==> src/design/stfc_pkg.sv <==
// Shared constants, widths and types of the shading table flatness check.
// No dependencies; used by every module of the block.
package stfc_pkg;

  // Default grid geometry.
  localparam int GRID_ROWS_DEF  = 16;
  localparam int GRID_COLS_DEF  = 16;
  localparam int EDGE_WIDTH_DEF = 5;

  // Field and datapath widths.
  localparam int SAMPLE_W = 16;
  localparam int D1_W     = 19;
  localparam int D2_W     = 21;
  localparam int SUM_W    = 23;
  localparam int LIM_W    = 22;
  localparam int ROWI_W   = 4;
  localparam int DATA_W   = 32;
  localparam int ADDR_W   = 3;

  // First input rows at which the first and second differences exist.
  localparam int D1_ROW_FIRST = 2;
  localparam int D2_ROW_FIRST = 4;

  // Register select, taken from the word address bit of paddr.
  localparam logic REG_FLAT_LIMIT = 1'b0;

  typedef logic signed [D2_W-1:0]  d2_t;
  typedef logic signed [SUM_W-1:0] sum_t;

  // Position flags of one item as it moves into the statistics stage.
  typedef struct packed {
    logic first_col;
    logic in_left;
    logic in_right;
    logic last_col;
    logic d2_row;
    logic last_row;
  } stage_ctrl_t;

endpackage

==> src/design/stfc_diff_front.sv <==
// Grid position counters, raw and difference line stores, and the two
// vertical second differences. Depends on stfc_pkg.
module stfc_diff_front #(
  parameter int GRID_ROWS  = stfc_pkg::GRID_ROWS_DEF,
  parameter int GRID_COLS  = stfc_pkg::GRID_COLS_DEF,
  parameter int EDGE_WIDTH = stfc_pkg::EDGE_WIDTH_DEF
) (
  input  logic                          clk,
  input  logic                          rst,
  input  logic                          take,
  input  logic [stfc_pkg::SAMPLE_W-1:0] sample,
  output stfc_pkg::d2_t                 d2,
  output stfc_pkg::stage_ctrl_t         ctrl,
  output logic [stfc_pkg::ROWI_W-1:0]   row_index
);

  localparam int COL_W = $clog2(GRID_COLS);
  localparam int ROW_W = $clog2(GRID_ROWS);
  localparam int LINE_DEPTH = 2 * GRID_COLS;

  logic [COL_W-1:0] col;
  logic [ROW_W-1:0] row;
  logic             last_col;
  logic             last_row;

  // Delay lines: tap GRID_COLS-1 is the row above, tap 2*GRID_COLS-1 two rows above.
  logic [stfc_pkg::SAMPLE_W-1:0]    raw_line  [LINE_DEPTH];
  logic signed [stfc_pkg::D1_W-1:0] diff_line [LINE_DEPTH];

  logic signed [stfc_pkg::D1_W-1:0] d1;

  assign last_col = (col == COL_W'(GRID_COLS - 1));
  assign last_row = (row == ROW_W'(GRID_ROWS - 1));

  // Raster position of the next item.
  always_ff @(posedge clk) begin
    if (rst) begin
      col <= '0;
      row <= '0;
    end else if (take) begin
      if (last_col) begin
        col <= '0;
        row <= last_row ? '0 : row + ROW_W'(1);
      end else begin
        col <= col + COL_W'(1);
      end
    end
  end

  // Both line stores shift once per accepted item.
  always_ff @(posedge clk) begin
    if (take) begin
      raw_line[0]  <= sample;
      diff_line[0] <= d1;
      for (int i = 1; i < LINE_DEPTH; i++) begin
        raw_line[i]  <= raw_line[i-1];
        diff_line[i] <= diff_line[i-1];
      end
    end
  end

  // First difference of three raw rows, then the same over three difference rows.
  always_comb begin
    d1 = stfc_pkg::D1_W'(raw_line[GRID_COLS-1]) + stfc_pkg::D1_W'(raw_line[GRID_COLS-1])
       - stfc_pkg::D1_W'(raw_line[LINE_DEPTH-1]) - stfc_pkg::D1_W'(sample);
    d2 = stfc_pkg::D2_W'(diff_line[GRID_COLS-1]) + stfc_pkg::D2_W'(diff_line[GRID_COLS-1])
       - stfc_pkg::D2_W'(diff_line[LINE_DEPTH-1]) - stfc_pkg::D2_W'(d1);
  end

  // Position flags that travel with the item.
  always_comb begin
    ctrl.first_col = (col == '0);
    ctrl.in_left   = (int'(col) < EDGE_WIDTH);
    ctrl.in_right  = (int'(col) + EDGE_WIDTH >= GRID_COLS);
    ctrl.last_col  = last_col;
    ctrl.d2_row    = (row >= ROW_W'(stfc_pkg::D2_ROW_FIRST));
    ctrl.last_row  = last_row;
    row_index      = stfc_pkg::ROWI_W'(row - ROW_W'(stfc_pkg::D2_ROW_FIRST));
  end

endmodule

==> src/design/stfc_edge_stats.sv <==
// Edge window accumulators, running extremes of the frame and the limit check.
// Depends on stfc_pkg.
module stfc_edge_stats (
  input  logic                        clk,
  input  logic                        rst,
  input  logic                        advance,
  input  stfc_pkg::stage_ctrl_t       ctrl,
  input  stfc_pkg::d2_t               d2,
  input  logic [stfc_pkg::LIM_W-1:0]  flat_limit,
  output stfc_pkg::sum_t              left_sum,
  output stfc_pkg::sum_t              right_sum,
  output stfc_pkg::sum_t              sum_max,
  output stfc_pkg::sum_t              sum_min,
  output logic                        within_limit
);

  localparam int CMP_W = stfc_pkg::SUM_W + 1;

  stfc_pkg::sum_t left_acc;
  stfc_pkg::sum_t right_acc;
  stfc_pkg::sum_t max_seen;
  stfc_pkg::sum_t min_seen;
  logic           seen_valid;

  stfc_pkg::sum_t left_base;
  stfc_pkg::sum_t right_base;
  stfc_pkg::sum_t d2_ext;
  stfc_pkg::sum_t max_left;
  stfc_pkg::sum_t min_left;

  logic signed [CMP_W-1:0] lim_pos;
  logic signed [CMP_W-1:0] lim_neg;

  // Window sums including the item now in the stage.
  always_comb begin
    d2_ext     = stfc_pkg::SUM_W'(d2);
    left_base  = ctrl.first_col ? stfc_pkg::sum_t'(0) : left_acc;
    right_base = ctrl.first_col ? stfc_pkg::sum_t'(0) : right_acc;
    left_sum   = ctrl.in_left  ? left_base + d2_ext  : left_base;
    right_sum  = ctrl.in_right ? right_base + d2_ext : right_base;
  end

  // The left sum is merged first; on a fresh frame it replaces the stored extremes.
  always_comb begin
    if (seen_valid) begin
      max_left = (left_sum > max_seen) ? left_sum : max_seen;
      min_left = (left_sum < min_seen) ? left_sum : min_seen;
    end else begin
      max_left = left_sum;
      min_left = left_sum;
    end
    sum_max = (right_sum > max_left) ? right_sum : max_left;
    sum_min = (right_sum < min_left) ? right_sum : min_left;
  end

  // Both extremes must lie within plus or minus the limit.
  always_comb begin
    lim_pos      = CMP_W'({2'b00, flat_limit});
    lim_neg      = -lim_pos;
    within_limit = (lim_neg <= CMP_W'(sum_min)) && (CMP_W'(sum_max) <= lim_pos);
  end

  // Running state; the extremes are cleared after the last row of the frame.
  always_ff @(posedge clk) begin
    if (rst) begin
      left_acc   <= '0;
      right_acc  <= '0;
      max_seen   <= '0;
      min_seen   <= '0;
      seen_valid <= 1'b0;
    end else if (advance && ctrl.d2_row) begin
      left_acc  <= left_sum;
      right_acc <= right_sum;
      if (ctrl.last_col) begin
        if (ctrl.last_row) begin
          max_seen   <= '0;
          min_seen   <= '0;
          seen_valid <= 1'b0;
        end else begin
          max_seen   <= sum_max;
          min_seen   <= sum_min;
          seen_valid <= 1'b1;
        end
      end
    end
  end

endmodule

==> src/design/shading_table_flatness_check.sv <==
// Shading table flatness check: takes gain grid samples in raster order and
// reports edge window sums of the fourth vertical difference once per row.
//
// Input channel: sample with in_valid / in_stall; an item is accepted at a
// rising edge with in_valid high and in_stall low. One item per cycle is
// sustained while the output register is not held by the receiver.
// Output channel: one result on the last column of each row from row 4 on,
// with out_valid / out_stall. The line store taps and differences of an
// accepted sample go into the stage register; the accumulate, extreme and
// limit logic then feeds the output register.
// If the receiver stalls, the result waits in the output register and the
// block keeps taking items until a second result is due; then in_stall rises
// until the output register is free.
// Configuration: APB write of flat_limit at byte address 0, no wait states.
// Reset (rst, synchronous) clears position counters, sums, extremes, the
// limit and both pipeline valids; line store contents need no clearing.
// Depends on stfc_pkg, stfc_diff_front and stfc_edge_stats.
module shading_table_flatness_check #(
  parameter int GRID_ROWS  = stfc_pkg::GRID_ROWS_DEF,
  parameter int GRID_COLS  = stfc_pkg::GRID_COLS_DEF,
  parameter int EDGE_WIDTH = stfc_pkg::EDGE_WIDTH_DEF
) (
  input  logic                          clk,
  input  logic                          rst,
  // APB configuration port
  input  logic                          psel,
  input  logic                          penable,
  input  logic                          pwrite,
  input  logic [stfc_pkg::ADDR_W-1:0]   paddr,
  input  logic [stfc_pkg::DATA_W-1:0]   pwdata,
  output logic [stfc_pkg::DATA_W-1:0]   prdata,
  output logic                          pready,
  // Input channel
  input  logic                          in_valid,
  output logic                          in_stall,
  input  logic [stfc_pkg::SAMPLE_W-1:0] sample,
  // Output channel
  output logic                          out_valid,
  input  logic                          out_stall,
  output logic [stfc_pkg::ROWI_W-1:0]   row_index,
  output stfc_pkg::sum_t                left_sum,
  output stfc_pkg::sum_t                right_sum,
  output stfc_pkg::sum_t                sum_max,
  output stfc_pkg::sum_t                sum_min,
  output logic                          within_limit,
  output logic                          frame_done
);

  logic [stfc_pkg::LIM_W-1:0] flat_limit;

  logic                        take;
  stfc_pkg::d2_t               front_d2;
  stfc_pkg::stage_ctrl_t       front_ctrl;
  logic [stfc_pkg::ROWI_W-1:0] front_row_index;

  logic                        s1_valid;
  stfc_pkg::d2_t               s1_d2;
  stfc_pkg::stage_ctrl_t       s1_ctrl;
  logic [stfc_pkg::ROWI_W-1:0] s1_row_index;
  logic                        s1_result;
  logic                        s1_advance;

  stfc_pkg::sum_t              st_left;
  stfc_pkg::sum_t              st_right;
  stfc_pkg::sum_t              st_max;
  stfc_pkg::sum_t              st_min;
  logic                        st_within;

  // Configuration register; the word address bit selects the register.
  assign pready = 1'b1;

  always_ff @(posedge clk) begin
    if (rst) begin
      flat_limit <= '0;
    end else if (psel && penable && pwrite && pready && (paddr[2] == stfc_pkg::REG_FLAT_LIMIT)) begin
      flat_limit <= pwdata[stfc_pkg::LIM_W-1:0];
    end
  end

  always_comb begin
    if (paddr[2] == stfc_pkg::REG_FLAT_LIMIT) begin
      prdata = stfc_pkg::DATA_W'(flat_limit);
    end else begin
      prdata = '0;
    end
  end

  // Handshake: the stage moves on unless its result finds the output register held.
  assign s1_result  = s1_ctrl.last_col && s1_ctrl.d2_row;
  assign s1_advance = s1_valid && !(s1_result && out_valid && out_stall);
  assign in_stall   = s1_valid && !s1_advance;
  assign take       = in_valid && !in_stall;

  stfc_diff_front #(
    .GRID_ROWS  (GRID_ROWS),
    .GRID_COLS  (GRID_COLS),
    .EDGE_WIDTH (EDGE_WIDTH)
  ) u_front (
    .clk       (clk),
    .rst       (rst),
    .take      (take),
    .sample    (sample),
    .d2        (front_d2),
    .ctrl      (front_ctrl),
    .row_index (front_row_index)
  );

  // Stage register between the line stores and the statistics.
  always_ff @(posedge clk) begin
    if (rst) begin
      s1_valid <= 1'b0;
    end else if (take) begin
      s1_valid <= 1'b1;
    end else if (s1_advance) begin
      s1_valid <= 1'b0;
    end
  end

  always_ff @(posedge clk) begin
    if (take) begin
      s1_d2        <= front_d2;
      s1_ctrl      <= front_ctrl;
      s1_row_index <= front_row_index;
    end
  end

  stfc_edge_stats u_stats (
    .clk          (clk),
    .rst          (rst),
    .advance      (s1_advance),
    .ctrl         (s1_ctrl),
    .d2           (s1_d2),
    .flat_limit   (flat_limit),
    .left_sum     (st_left),
    .right_sum    (st_right),
    .sum_max      (st_max),
    .sum_min      (st_min),
    .within_limit (st_within)
  );

  // Output register.
  always_ff @(posedge clk) begin
    if (rst) begin
      out_valid <= 1'b0;
    end else if (s1_advance && s1_result) begin
      out_valid <= 1'b1;
    end else if (!out_stall) begin
      out_valid <= 1'b0;
    end
  end

  always_ff @(posedge clk) begin
    if (s1_advance && s1_result) begin
      row_index    <= s1_row_index;
      left_sum     <= st_left;
      right_sum    <= st_right;
      sum_max      <= st_max;
      sum_min      <= st_min;
      within_limit <= st_within;
      frame_done   <= s1_ctrl.last_row;
    end
  end

endmodule

==> config.mk <==
export PLATFORM = sky130hd
export DESIGN_NAME = shading_table_flatness_check
export DESIGN_NICKNAME = d
export VERILOG_FILES = /design/src/design/stfc_pkg.sv /design/src/design/stfc_diff_front.sv /design/src/design/stfc_edge_stats.sv /design/src/design/shading_table_flatness_check.sv
export SDC_FILE = /design/constraint.sdc
export NUM_CORES = 1
export LEC_CHECK = 0
export BUFFER_PORTS_ARGS = -buffer_cell sky130_fd_sc_hd__buf_2
export CORE_ASPECT_RATIO = 1.4
export CORE_UTILIZATION = 50
export DETAILED_ROUTE_END_ITERATION = 8
export GPL_ROUTABILITY_DRIVEN = 0
export PLACE_DENSITY = 0.63
export SETUP_SLACK_MARGIN = 0.3
export SKIP_LAST_GASP = 1
export SYNTH_ARGS = -nofsm -noshare
export SYNTH_HDL_FRONTEND = slang
export SYNTH_HIERARCHICAL = 1
export SYNTH_SLANG_ARGS = --single-unit
==> constraint.sdc <==
create_clock -name clk -period 77.6 [get_ports clk]
set_input_delay 3.88 -clock clk [delete_from_list [all_inputs] [get_ports clk]]
set_output_delay 3.88 -clock clk [all_outputs]
set_load 0.005 [all_outputs]
==> metrics.md <==
| Metric | Value |
|---|---|
| Max transition margin | 0.247 |
| Drt pass-1 iters | 5 |
| Synth warnings | 6 |
| Max-cap violations | 0 |
| Routed WL | around 95 mm |
| CP Capture Type | register |
| Mean post-synth cell area | 16.1 um2 |
| Req. time, crit path | 78.17 ns |
| Period utilisation layout | 0.155 |
| Clock Latency Late Sink | 0.73 ns |
| Hold-fix buffers, CTS | 0 |
| EDFF count, synth | 1249 |
| IR drop worst, VDD | 20.9 uV |
| Antenna diodes | 0 |
| CP Launch Point | s1_ctrl[5]$_DFFE_PP_ |
| Count of clock tree sinks | around 1400 |
| Outcome | finished, final reports clean |
| Endpoints failing setup | 0 |
| Via density | roughly 5.4 |
| Footprint of the multi-input gates | 12300 um2 |
| Area Overhead vs Synth | 12.1% |
| Register Area | 40000 um2 |
| Initial Util | 0.507 |
| Post-synthesis sequential area ratio | 0.746 |
| Remaining DRCs | 0 |
| Type of the tightest min-delay check | reg -> reg |
| Total instance count after detailed placement | 4805 |
| Synth top area share | 0.699 |
| Worst stage delay on the critical path | roughly 0.7 ns |
| Iter 0 DRT Violations | 1696 |
| Critical path data arrival time | 12.59 ns |
| Hpwl dp | just over 60 mm |
| Crit path launch type | register |
| Synth cell types | 93 |
| Dpl ws | around 65 ns |
| Total grt overflow | 0 |
| Post-synth design cell area | 53600 um2 |
| Die area | 109000 um2 |
| Final ANT Viol Nets | 0 |
| Vias in the first global route | 26900 |
| Synth Register Bits | 1374 |
| Fmax | a little over 80 MHz |
| Avg WL per Cell | 18.9 um |
| Row count | 141 |
| GRT Total Usage | 0.175 |
| Die X-Extent | 279 um |
| Core footprint | 106000 um2 |
| Vias | 27000 |
| Most used cell, CP | ha_1 |
| Final non-filler cell total | 5037 |
| DIE HEIGHT | a little under 400 um |
| Crit path time final | 12.02 ns |
| Nets | 3885 |
| Clk slew on worst S/H paths | about 0.070 ns |
| WP buf/inv | 4 |
| Async SR Flop Fraction | 0 |
| First-pass GRT wire length | 147 mm |
| Main area contributors after synthesis | edfxtp_1, ha_1, dfxtp_1 |
| Final Util | 0.568 |
| Root Buffer | clkbuf_16 |
| Hold Crit Start | u_front/diff_line[5][19]$_DFFE_PP_ |
| Delay-heaviest family, CP | simple AND/OR/NAND/NOR gates |
| Post-CTS Setup Bufs | 0 |
| Power Density | 32.9 nW/um2 |
| RSZ-0062 raised after global routing | no |
| Critical-path maximum fanout | 58 |
| Top-level port count | 191 |
| Most frequent cell after synthesis | edfxtp_1 |
| Mapped Cells | 3328 |
| Reg2reg start | s1_ctrl[5]$_DFFE_PP_ |
| CP Class | reg -> reg |
| Pin count of the biggest net entering global routing | 210 |
| Final hold violation count | 0 |
| Deepest clock path buffer count | 3 |
| Layout Skew | 0.0274 ns |
| Share of cells above drive strength 1 | 0.122 |
| FILL cells | 8240 |
| H-tree lvl count | 3 |
| TritonCTS buffer count | 121 |
| Hold WS | between 0.3 and 0.4 ns |
| Cts repair resizes | 0 |
| Fin worst setup slack | around 66 ns |
| Leak pwr | ~22 nW |
| Primary FF master, synth | edfxtp_1 |
| Setup TNS | 0 ns |
| Initial antenna violation count | 0 |
| Pins Over Slew Limit | 0 |
| Worst-Margin Slew | approximately 1.1 ns |
| Port Buffers | approximately 170 |
| Largest area contributor in the synthesized netlist | edfxtp_1 |
| CTS tree | done |
| Top cells by count, synth | edfxtp_1, inv_1, ha_1 |
| Slowest stage cell on the critical path | nor3b_1 |
==> stage by stage <==
stage	power (W)	cell area (um2)
finish	0.00198	60100
floorplan	0.00127	53700
global placement	0.00138	56000
detailed placement	0.00139	56000
global route	0.00208	60100
CTS	0.00200	60100
==> per-layer routing <==
layer  vias up  share of wire  global-route usage
met4         0          0.037              0.0763
met2       471           0.50               0.302
met5         -              0                   0
li1      12900              -                   -
met3       182          0.031              0.0260
met1     13400           0.43               0.220
==> cells in the final DEF (no fill, tap or decap), drive strengths merged, types with 51 or more instances in the layout <==
| cell | count |
|---|---|
| a21oi | 136 |
| buf | 199 |
| clkbuf | 135 |
| clkinv | 67 |
| dfxtp | 125 |
| edfxtp | 1249 |
| ha | 234 |
| inv | 246 |
| mux2i | 115 |
| nand2 | 116 |
| nand2b | 63 |
| nor2 | 166 |
| nor2b | 78 |
| nor3 | 51 |
| o21ai | 86 |
| xnor2 | 74 |
==> flip-flops by register name, indices dropped and copies added, names as in the netlist <==
| name | flops |
|---|---|
| u_front/row | 4 |
| sum_max | 23 |
| s1_d2 | 21 |
| left_sum | 23 |
| s1_valid | 1 |
| s1_ctrl | 6 |
| u_front/diff_line | 608 |
| s1_row_index | 4 |
| flat_limit | 22 |
| sum_min | 23 |
| out_valid | 1 |
| u_stats/seen_valid | 1 |
| frame_done | 1 |
| u_stats/left_acc | 23 |
| row_index | 4 |
| u_stats/min_seen | 23 |
| u_stats/max_seen | 23 |
| u_front/col | 4 |
| right_sum | 23 |
| u_stats/right_acc | 23 |
| u_front/raw_line | 512 |
| within_limit | 1 |
==> cell families (layout without fill, tap and decap cells) <==
| kind of cell | count (synthesis) | after routing | synth area share |
|---|---|---|---|
| buf+inv | 328 | 670 | 0.0252 |
| simple gates | 623 | 623 | 0.0587 |
| fa+ha+maj | 260 | 260 | 0.0637 |
| mux | 135 | 135 | 0.0257 |
| compound gates | 504 | 504 | 0.0636 |
| xor+xnor | 102 | 102 | 0.0168 |
| flops | 1374 | 1374 | 0.746 |
| other cells | 2 | 11 | 0.000140 |
==> report_power, final <==
group          total, W  leakage (nW)  switching [W]  internal [W]
logic          0.000471          7.33       0.000292      0.000179
registers      0.000900          13.2      0.0000207      0.000879
clock network  0.000608          1.99       0.000270      0.000338
total           0.00198          22.5       0.000584       0.00140
==> final cells by class <==
class                   count  share of cell area
well taps                1358              0.0283
clock inverters            97              0.0164
clock buffers             135              0.0516
repair buffers            199              0.0184
flip-flops and latches   1374               0.665
multi-input cells        1635               0.205
inverters                 239              0.0149
==> worst reg2reg max path: cells and delay by family, from the launching register on <==
family | cells | cell delay [ns]
xor+xnor | 1 | 0.33
simple gates | 13 | 4.22
compound gates | 12 | 2.85
mux | 3 | 0.94
flops | 1 | 0.34
buf+inv | 4 | 1.35
fa+ha+maj | 5 | 1.85
==> final timing paths <==
check	endpoint	slack (ns)	depth (start not counted)
worst max-delay path	within_limit$_DFFE_PP_	65.58	38
worst min-delay path	u_front/diff_line[5][38]$_DFFE_PP_	0.40	0
worst max register to register	within_limit$_DFFE_PP_	65.58	38
worst min register to register	u_front/diff_line[5][38]$_DFFE_PP_	0.40	0
Note: power is estimated with default switching activity, not from simulation.
